==> config.mk <==
export PLATFORM = sky130hd
export DESIGN_NAME = chim_rem
export DESIGN_NICKNAME = d
export VERILOG_FILES = /design/src/sv/chim_pkg.sv /design/src/sv/chim_rem.sv
export SDC_FILE = /design/constraint.sdc
export NUM_CORES = 1
export LEC_CHECK = 0
export BUFFER_PORTS_ARGS = -buffer_cell sky130_fd_sc_hd__buf_2
export CORE_ASPECT_RATIO = 1.5
export CORE_UTILIZATION = 54
export DETAILED_ROUTE_END_ITERATION = 10
export GPL_TIMING_DRIVEN = 0
export PLACE_DENSITY = 0.75
export SLEW_MARGIN = 20
export SYNTH_ARGS = -nofsm -noshare
export SYNTH_HDL_FRONTEND = slang
export SYNTH_SLANG_ARGS = --single-unit
==> constraint.sdc <==
create_clock -name clk -period 20.5 [get_ports clk]
set_clock_uncertainty 0.2 [all_clocks]
set_input_delay 3.075 -clock clk [delete_from_list [all_inputs] [get_ports clk]]
set_output_delay 3.075 -clock clk [all_outputs]
set_load 0.01 [all_outputs]
==> src/sv/chim_pkg.sv <==
`default_nettype none

package chim_pkg;

  localparam int KEY_W       = 32;
  localparam int SLOT_W      = 10;
  localparam int BUCKET_W    = 11;
  localparam int NB_W        = 12;
  localparam int MAX_SLOTS   = 1024;
  localparam int MAX_BUCKETS = 2048;
  localparam int REM_DIGITS  = 4;

  localparam logic [1:0] MODE_CLEAR  = 2'd0;
  localparam logic [1:0] MODE_INSERT = 2'd1;
  localparam logic [1:0] MODE_LOOKUP = 2'd2;

  localparam logic [1:0] STAT_OK   = 2'd0;
  localparam logic [1:0] STAT_NF   = 2'd1;
  localparam logic [1:0] STAT_DUP  = 2'd2;
  localparam logic [1:0] STAT_FULL = 2'd3;

  localparam logic [NB_W-1:0] NB_RESET = 12'd2039;

  typedef struct packed {
    logic              valid;
    logic [SLOT_W-1:0] slot;
  } head_t;

  typedef struct packed {
    logic [KEY_W-1:0] key;
    head_t            link;
  } slot_t;

  typedef struct packed {
    logic                rd;
    logic                wr;
    logic [BUCKET_W-1:0] addr;
    head_t               wdata;
  } head_req_t;

endpackage

`default_nettype wire

==> src/sv/chim_rem.sv <==
`default_nettype none

module chim_rem import chim_pkg::*; (
  input  wire logic                clk,
  input  wire logic                rst,
  input  wire logic                start,
  input  wire logic [KEY_W-1:0]    key,
  input  wire logic [NB_W-1:0]     nb,
  output logic                     done,
  output logic [BUCKET_W-1:0]      rem
);

  localparam int STEPS = KEY_W / REM_DIGITS;
  localparam int CNT_W = $clog2(STEPS);

  logic                running;
  logic [CNT_W-1:0]    cnt;
  logic [BUCKET_W-1:0] r;
  logic [KEY_W-1:0]    k;
  logic [NB_W-1:0]     nbq;
  logic [BUCKET_W-1:0] r_next;
  logic [KEY_W-1:0]    k_next;
  logic [NB_W-1:0]     t;

  // four restoring remainder digits per cycle
  always_comb begin
    r_next = r;
    k_next = k;
    t = '0;
    for (int i = 0; i < REM_DIGITS; i++) begin
      t = {r_next, k_next[KEY_W-1]};
      k_next = {k_next[KEY_W-2:0], 1'b0};
      if (t >= nbq) begin
        t = t - nbq;
      end
      r_next = t[BUCKET_W-1:0];
    end
  end

  always_ff @(posedge clk) begin
    if (rst) begin
      running <= 1'b0;
      done    <= 1'b0;
      cnt     <= '0;
    end else begin
      done <= 1'b0;
      if (start) begin
        running <= 1'b1;
        cnt     <= '0;
      end else if (running) begin
        cnt <= cnt + 1'b1;
        if (cnt == CNT_W'(STEPS - 1)) begin
          running <= 1'b0;
          done    <= 1'b1;
        end
      end
    end
  end

  always_ff @(posedge clk) begin
    if (start) begin
      r   <= '0;
      k   <= key;
      nbq <= nb;
    end else if (running) begin
      r <= r_next;
      k <= k_next;
    end
  end

  assign rem = r;

endmodule

`default_nettype wire

==> metrics.md, run 1 <==
| Metric | Value |
|---|---|
| Met3 WL | `405 um` |
| EDFF count, synth | `44` |
| CTS Buf Count | `9` |
| Cell mode on critical path | `ha_1` |
| Number of global-route vias before repair | `4164` |
| Clk slew on worst S/H paths | `0.05 ns` |
| Worst setup EP type | `flip-flop` |
| Router iterations before antenna repair | `4` |
| Largest net degree at the start of global routing | `33` |
| Least-Margin Pin Slew | `0.734 ns` |
| Seq/Total Area, Yosys | `34.1%` |
| WS Path Type | `flip-flop to flip-flop` |
| Max-Cap Viols | `0` |
| Mean post-synth cell area | `9.94 um^2` |
| Crit start category | `flip-flop` |
| Final Max Tran Viols | `0` |
| Post-CTS sizing | `0` |
| Initial antenna violation count | `0` |
| Placer Congestion | `0.932` |
| Slew headroom | `50.4%` |
| Flops & latches, synth | `60` |
| Clk Latency, worst-skew pair | `0.32 ns` |
| Critical path arrival | `9.78 ns` |
| CTS tree | `done` |
| Hold WC Path Type | `flip-flop to flip-flop` |
| Post-route clock period utilization | `47.7%` |
| RSZ-0062 raised after global routing | `no` |
| H-tree depth | `3` |
| Synth cell types | `56` |
| DR vias | `3942` |
| CTS max path bufs | `2` |
| Clock Sinks | `60` |
| TNS Setup | `0 ns` |
| GR Util All Layers | `26.6%` |
| Routed met2 length | `6200 um` |
| Initial core utilization | `56.5%` |
| WP data required | `20.49 ns` |
| Port buffer count | `58` |
| Post-synth top area share | `27.5%` |
| Setup Viol. Count Final | `0` |
| Post-DP HPWL | `9140 um` |
| Status | `finished, final reports clean` |
| ANT nets after route | `0` |
| # DRC | `0` |
| Layout cells sized above 1 | `23.5%` |
| Worst path slowest cell | `o41ai_1` |
| Drt wl/cell | `17.2 um` |
| Final Critical Period | `9.79 ns` |
| DRT met1 WL | `4320 um` |
| Total congestion overflow | `0` |
| Crit Path Max Fanout | `9` |
| Routed WL | `11500 um` |
| CTS root buffer | `clkbuf_16` |
| Hold-fix buffers at CTS | `0` |
| Predominant post-synthesis flop cell | `edfxtp_1` |
| IO Count | `59` |
| Die X | `79.1 um` |
| Postcts setup bufs | `0` |
| Avg Vias per Cell | `5.93` |
| Yosys top cell by area | `edfxtp_1` |
| First-pass GRT wire length | `19000 um` |
| Top Metal Used | `met4` |
| Final Hold Viols | `0` |
| Area Overhead vs Synth | `14.8%` |
| # rows | `41` |
| Die ar. | `0.00930 mm^2` |
| Fmax | `102 MHz` |
| Syn nets | `585` |
| Post-Syn Area | `0.00481 mm^2` |
| Cells after synthesis | `484` |
| Core Region | `0.00852 mm^2` |
| N_diodes | `0` |
| Slowest stage delay, CP | `0.62 ns` |
| Synth area leaders | `edfxtp_1 27%, ha_1 13%, mux2_2 9.8%, dfxtp_1 6.7%, xnor2_1 4.0%` |
| Drt initial violations | `229` |
| YS warnings | `0` |
| Die Span Y | `118 um` |
| Synth async-reset ratio | `0%` |
| Final-stage net count | `654` |
==> synthesized netlist by cell type (all sizes together), types with 10 or more instances <==
master / count
ha: 50
edfxtp: 44
mux2: 44
nor2: 41
inv: 32
a21oi: 29
nand2: 26
xnor2: 22
dfxtp: 16
nor3: 15
mux2i: 11
o21ai: 11
xor2: 11
a31oi: 10
==> worst max-delay path: cells and delay by family, from the launching register on <==
kind	cells	cell delay, ns
adders and majority gates	5	1.62
buffers and inverters	4	0.91
DFF	1	0.46
and+or+nand+nor	7	1.14
AOI/OAI and AO/OA	17	4.93
muxes	1	0.40
==> final timing paths <==
path	from	endpoint	slack, ns	cells after the start
worst max-delay path	nbq[0]	rem[10]	10.71	34
worst min-delay path	cnt[2]	cnt[2]	0.33	2
worst max register to register	nbq[0]	rem[10]	10.71	34
worst min register to register	cnt[2]	cnt[2]	0.33	2
==> per-layer routing <==
| layer | up-vias | track usage, % |
|---|---|---|
| met1 | 1860 | 27.0 |
| met4 | 0 | 16.0 |
| li1 | 1937 | - |
| met5 | - | 0 |
| met3 | 43 | 4.73 |
| met2 | 102 | 48.9 |
==> flip-flops by register name, indices dropped and copies added (netlist names) <==
name and cells:
done 1, running 1, rem 11, cnt 3, k 32, nbq 12
==> cell families after synthesis <==
group	Yosys count	synth area share (%)
AO/OA/AOI/OAI	109	16.3
XOR/XNOR	33	6.01
adder cells (fa/ha/maj)	54	14.7
buffers and inverters	48	3.90
flip-flops	60	34.1
multiplexers	55	12.7
AND/OR/NAND/NOR	125	12.4
==> placed cells by master, fill, tap and decap left out, types with 8 or more instances in the layout <==
cell,count
ha_1,50
o21ai_0,11
xnor2_1,22
nor3_1,15
a31oi_1,8
a21o_1,9
xor2_1,11
clkbuf_16,9
nand2_1,25
clkbuf_1,12
dfxtp_1,16
nand3_1,8
mux2_2,42
inv_1,32
mux2i_1,11
a21oi_1,28
edfxtp_1,44
buf_2,58
nor2_1,41
==> layout make-up <==
type | instances | area (um^2)
Sequential cell | 60 | 1640
Tap cell | 107 | 134
Clock buffer | 12 | 236
Buffer | 16 | 67.6
Timing Repair Buffer | 58 | 290
Inverter | 32 | 120
Multi-Input combinational cell | 376 | 2990
Fill cell | 724 | 2990
Clock inverter | 4 | 50.0
==> metrics by stage <==
stage	util [%]	instance area, um^2	setup WS (ns)	hold WS (ns)	cells
2_1_floorplan	-	4810	12.65	0.297	484
3_3_place_gp	61.5	5240	11.15	0.313	649
3_5_place_dp	61.5	5240	10.87	0.321	649
4_1_cts	64.9	5530	10.78	0.332	665
5_1_grt	64.9	5530	10.22	0.351	665
6_report	64.9	5530	10.71	0.332	665
Power of run 1 is not shown: default switching activity piles up to over one toggle a cycle in this logic, so the estimate is an artifact.
==> inputs of run 2 (changes only) <==
ABC_AREA = 1   (was default)
PLACE_DENSITY = 0.77   (was 0.75)
clock period = 8.6 ns   (was 20.5 ns; I/O delays follow)
==> run 2 against run 1 <==
Compared with the run above: synthesized area grew 11%; count of clock-buffer cells in the layout fell by 2; global-route usage rose by 1.9 points; synthesized cell count increased by 50%; flip-flop and latch count unchanged; non-clock buffer count down 2; worst hold slack worse by 0.067 ns.
==> metrics.md, run 2 <==
| Metric | Value |
|---|---|
| Status | `finished, final reports clean` |
| Core Region | `0.00963 mm^2` |
| Fmax | `136 MHz` |
| First-pass GRT wire length | `22600 um` |
| Worst r2r src | `nbq[1]` |
| Routed WL | `14000 um` |
| Synth cell types | `46` |
| CTS max path bufs | `2` |
| RSZ-0062 raised after global routing | `no` |
| Total congestion overflow | `0` |
| CTS root buffer | `clkbuf_16` |
| Most common cell after layout, fill and taps aside | `nand2_1` |
| Initial core utilization | `55.6%` |
| Max FFs per register | `32` |
| Final Hold Viols | `0` |
| # rows | `44` |
| Initial antenna violation count | `0` |
| Routed met2 length | `7240 um` |
| Hold-fix buffers at CTS | `0` |
| Largest net degree at the start of global routing | `34` |
| Yosys top cell by area | `edfxtp_1` |
| Worst hold start | `cnt[1]` |
| Clock Sinks | `60` |
| Final core occ | `63.7%` |
| Post-DP HPWL | `11300 um` |
| Mean post-synth cell area | `7.40 um^2` |
| Area Overhead vs Synth | `14.6%` |
| Top Metal Used | `met4` |
| DR vias | `4919` |
| Synth async-reset ratio | `0%` |
| Post-route clock period utilization | `85.6%` |
| H-tree depth | `3` |
| EDFF count, synth | `44` |
| TNS Setup | `0 ns` |
| Die X | `83.3 um` |
| Worst setup EP type | `flip-flop` |
| Pleak | `3.37 nW` |
| Layout cells sized above 1 | `17.9%` |
| GR Util All Layers | `28.5%` |
| Seq/Total Area, Yosys | `30.6%` |
| YS warnings | `0` |
| Worst path slowest cell | `edfxtp_1` |
| WP data required | `8.63 ns` |
| IO Count | `59` |
| Port buffer count | `58` |
| Max VDD drop | `0.273 mV` |
| N_diodes | `0` |
| Syn nets | `825` |
| Clk slew on worst S/H paths | `0.06 ns` |
| Post-CTS sizing | `0` |
| Die Span Y | `124 um` |
| Final Max Tran Viols | `0` |
| Router iterations before antenna repair | `5` |
| Slew headroom | `55.7%` |
| Met3 WL | `545 um` |
| Commonest non-fill, non-tap cells in the layout | `265 x nand2_1, 80 x inv_1, 58 x buf_2` |
| Postcts setup bufs | `0` |
| Post-Syn Area | `0.00536 mm^2` |
| R2R depth | `39` |
| Post-synth top area share | `24.7%` |
| WS Path Type | `flip-flop to flip-flop` |
| Placer Congestion | `0.982` |
| Final-stage net count | `894` |
| CTS tree | `done` |
| Die ar. | `0.0103 mm^2` |
| Hold-critical path depth | `2` |
| # DRC | `0` |
| Drt initial violations | `241` |
| Crit start category | `flip-flop` |
| Final Critical Period | `7.36 ns` |
| Reg-to-reg setup timing slack | `1.24 ns` |
| Avg Vias per Cell | `5.39` |
| Synth cell count leaders | `265 x nand2_1, 81 x inv_1, 50 x ha_1` |
| Clk Latency, worst-skew pair | `0.34 ns` |
| Hold path endpoint | `cnt[1]` |
| Least-Margin Pin Slew | `0.663 ns` |
| Top reg by flops | `k` |
| Hold WC Path Type | `flip-flop to flip-flop` |
| Critical path arrival | `7.40 ns` |
| Flops & latches, synth | `60` |
| Predominant post-synthesis flop cell | `edfxtp_1` |
| Drt wl/cell | `15.3 um` |
| PwrDens | `427 mW/mm^2` |
| Setup Viol. Count Final | `0` |
| Most common cell in the netlist | `nand2_1` |
| Max-Cap Viols | `0` |
| CTS Buf Count | `9` |
| Cells after synthesis | `724` |
| Cell mode on critical path | `nand2_1` |
| ANT nets after route | `0` |
| Synth area leaders | `edfxtp_1 25%, nand2_1 19%, ha_1 12%, dfxtp_1 6.0%, inv_1 5.7%` |
| DRT met1 WL | `5470 um` |
| Number of global-route vias before repair | `4765` |
| FF-to-FF End | `rem[2]` |
| Slowest stage delay, CP | `0.52 ns` |
| Crit Path Max Fanout | `10` |
## run 2: cell count changes after synthesis, moves of 15 or more
cell     delta
inv_1      +49
mux2_2     -42
nand3_1    +26
nand2_1   +239
xnor2_1    -15
## run 2: worst max path at each step
stage,from,end,cells after the start
finish,nbq[1],rem[2],39
CTS,nbq[1],rem[2],39
detailed placement,nbq[1],rem[2],39
global placement,nbq[1],rem[2],39
global route,nbq[1],rem[2],39
floorplan,nbq[0],rem[0],43
## run 2: per-stage QoR
step                      setup WS [ns]  power, mW  instance area, um^2  std cells  hold slack, ns
after floorplan                    2.71       1.78                 5360        724           0.242
final                              1.24       2.62                 6140        913           0.264
after detailed placement           1.38       2.17                 5790        897           0.260
after CTS                          1.35       2.61                 6140        913           0.267
after global routing              0.775       2.86                 6140        913           0.276
after global placement             1.40       2.14                 5790        897           0.252
## run 2: cells by family (layout without fill, tap and decap cells)
group	after synthesis	after routing	synth area share, %
buffers and inverters	106	180	8.36
adder cells (fa/ha/maj)	54	54	13.2
AO/OA/AOI/OAI	80	80	9.16
XOR/XNOR	25	25	4.09
flip-flops	60	60	30.6
multiplexers	1	1	0.187
AND/OR/NAND/NOR	398	398	34.4
## run 2: worst max-delay path: cells and delay by family, from the launching register on
family,cells,cell delay (ns)
and+or+nand+nor,25,2.90
adders and majority gates,4,1.41
AOI/OAI and AO/OA,3,1.21
buffers and inverters,7,1.01
DFF,1,0.52
## run 2: final cells by class
type | count | area (um^2)
flip-flops and latches | 60 | 1640
clock inverters | 6 | 111
inverters | 92 | 349
well taps | 115 | 144
plain buffers | 14 | 98.8
repair buffers | 58 | 290
clock buffers | 10 | 239
fillers | 867 | 3490
multi-input cells | 558 | 3270
## run 2: layer usage
layer | track usage [%] | vias to the layer above
li1 | - | 2492
met1 | 30.5 | 2231
met2 | 53.1 | 153
met3 | 3.71 | 43
met4 | 18.1 | 0
met5 | 0 | -
## run 2: where the power goes
group / internal, mW / switching, mW / leakage (nW) / total (mW)
Clock: 0.291 / 0.136 / 0.169 / 0.427
Sequential: 0.350 / 0.0229 / 0.579 / 0.373
Combinational: 0.679 / 1.14 / 2.62 / 1.82
(Power assumes the default switching activity.)
==> inputs of run 3 (changes only) <==
BUFFER_PORTS_ARGS = default   (was -buffer_cell sky130_fd_sc_hd__buf_2)
DONT_BUFFER_PORTS = 1   (was default)
PLACE_DENSITY = default   (was 0.77)
PLACE_DENSITY_LB_ADDON = 0.2   (was default)
==> run 3 against run 2 <==
Compared with the run above: worst hold slack improved by 0.013 ns; via count shrank 3.5%; largest power group unchanged; register-to-register slack improved by 0.14 ns; count of clock-buffer cells in the layout increased by 2; critical path depth is 3 higher; final area down 5.5%; die area unchanged; utilization is 3.5 points lower; wire length decreased by 1.1%; first-iteration DRC count down 17%.
==> metrics.md, run 3 (synthesized netlist as in run 2, its figures left out) <==
| Metric | Value |
|---|---|
| Status | `finished, final reports clean` |
| CTS max path bufs | `2` |
| Final Critical Period | `7.22 ns` |
| Initial antenna violation count | `0` |
| Avg Vias per Cell | `5.55` |
| ANT nets after route | `0` |
| TNS Setup | `0 ns` |
| Port buffer count | `0` |
| PwrDens | `438 mW/mm^2` |
| Clk Latency, worst-skew pair | `0.33 ns` |
| Reg-to-reg setup timing slack | `1.38 ns` |
| CTS root buffer | `clkbuf_16` |
| Placer Congestion | `0.952` |
| CTS Buf Count | `9` |
| GR Layer Usage met1 | `27.1%` |
| Critical path arrival | `7.21 ns` |
| Post-CTS sizing | `0` |
| Number of global-route vias before repair | `4535` |
| IO Count | `59` |
| Max VDD drop | `0.216 mV` |
| FF-to-FF End | `rem[0]` |
| Postcts setup bufs | `0` |
| Slew headroom | `53.6%` |
| Hold-critical path depth | `2` |
| Cell area after layout | `0.00580 mm^2` |
| Clk slew on worst S/H paths | `0.05 ns` |
| Drt wl/cell | `16.2 um` |
| Met3 Use GR | `4.84%` |
| Setup Viol. Count Final | `0` |
| Worst setup EP type | `flip-flop` |
| Final-stage net count | `836` |
| Routed WL | `13900 um` |
| # fillers | `935` |
| Area Overhead vs Synth | `8.36%` |
| Clock Sinks | `60` |
| GR Util All Layers | `27.6%` |
| Worst r2r src | `nbq[0]` |
| Most common cell after layout, fill and taps aside | `nand2_1` |
| Post-route clock period utilization | `83.9%` |
| Post-DP HPWL | `11300 um` |
| WP data required | `8.59 ns` |
| Final Max Tran Viols | `0` |
| Slowest stage delay, CP | `0.53 ns` |
| Die ar. | `0.0103 mm^2` |
| # DRC | `0` |
| Layout cells sized above 1 | `11.2%` |
| Pleak | `3.10 nW` |
| Max-Cap Viols | `0` |
| H-tree depth | `3` |
| Crit start category | `flip-flop` |
| Final setup margin | `1.38 ns` |
| R2R depth | `42` |
| Cell mode on critical path | `nand2_1` |
| Final core occ | `60.2%` |
| GR Layer Usage met2 | `52.2%` |
| Worst path slowest cell | `edfxtp_1` |
| Hold path endpoint | `cnt[2]` |
| Total congestion overflow | `0` |
| RSZ-0062 raised after global routing | `no` |
| DP Area | `0.00550 mm^2` |
| Fmax | `139 MHz` |
| Crit Path Max Fanout | `10` |
| Commonest non-fill, non-tap cells in the layout | `265 x nand2_1, 80 x inv_1, 50 x ha_1` |
| Drt initial violations | `199` |
| Hold-fix buffers at CTS | `0` |
| Final Hold Viols | `0` |
| Least-Margin Pin Slew | `0.688 ns` |
| Top reg by flops | `k` |
| Die Span Y | `124 um` |
| Hold WC Path Type | `flip-flop to flip-flop` |
| DR vias | `4748` |
| Core Region | `0.00963 mm^2` |
| Initial core utilization | `55.6%` |
| First-pass GRT wire length | `21500 um` |
| Worst hold start | `cnt[2]` |
| Multi-input gate area | `0.00327 mm^2` |
| DP Worst Slack | `1.44 ns` |
| WS Path Type | `flip-flop to flip-flop` |
| Most used routing layer | `met2` |
| # rows | `44` |
| Hold_ws | `0.277 ns` |
| Reg area | `0.00164 mm^2` |
| Die X | `83.3 um` |
| CTS tree | `done` |
| Max FFs per register | `32` |
| Largest net degree at the start of global routing | `34` |
| N_diodes | `0` |
| Router iterations before antenna repair | `5` |
## run 3: cell count changes in the layout (fill, tap and decap cells not counted), sizes merged
cell / previous run / this run
buf: 64 / 6
bufinv: 3 / 1
clkbuf: 18 / 20
clkinv: 5 / 6
clkinvlp: 1 / 0
## run 3: layout make-up
cell class / count / area share, %
buffer: 14 / 1.70
clock buffer: 12 / 4.42
clock inverter: 4 / 0.819
inverter: 92 / 6.01
multi-input combinational: 558 / 56.3
sequential: 60 / 28.3
tap: 115 / 2.48
## run 3: critical path: cells and delay by family (launching register included)
family | cells | cell delay [ns]
compound gates | 5 | 1.09
fa+ha+maj | 5 | 1.80
simple gates | 26 | 2.70
buf+inv | 6 | 0.71
flops | 1 | 0.53
## run 3: stage by stage
stage | power (mW) | std cells
2_1_floorplan | 1.78 | 724
3_3_place_gp | 2.14 | 839
3_5_place_dp | 2.16 | 839
4_1_cts | 2.54 | 855
5_1_grt | 2.77 | 855
6_report | 2.54 | 855
## run 3: power by group
part	total, mW	internal, mW	switching, mW
Combinational	1.80	0.662	1.14
Clock	0.358	0.239	0.120
Sequential	0.384	0.351	0.0337
Total	2.54	1.25	1.29
## run 3: how the worst max path moves through the flow
stage	from	end	slack, ns	depth (start not counted)
floorplan	nbq[0]	rem[0]	2.71	43
global placement	nbq[0]	rem[0]	1.50	43
detailed placement	nbq[0]	rem[0]	1.44	42
CTS	nbq[0]	rem[0]	1.43	42
global route	nbq[0]	rem[0]	0.91	42
finish	nbq[0]	rem[0]	1.38	42
## run 3: routing by layer
layer,up-vias,wire [um]
li1,2370,-
met3,55,654
met4,0,988
met2,162,7170
met5,-,0
met1,2161,5050
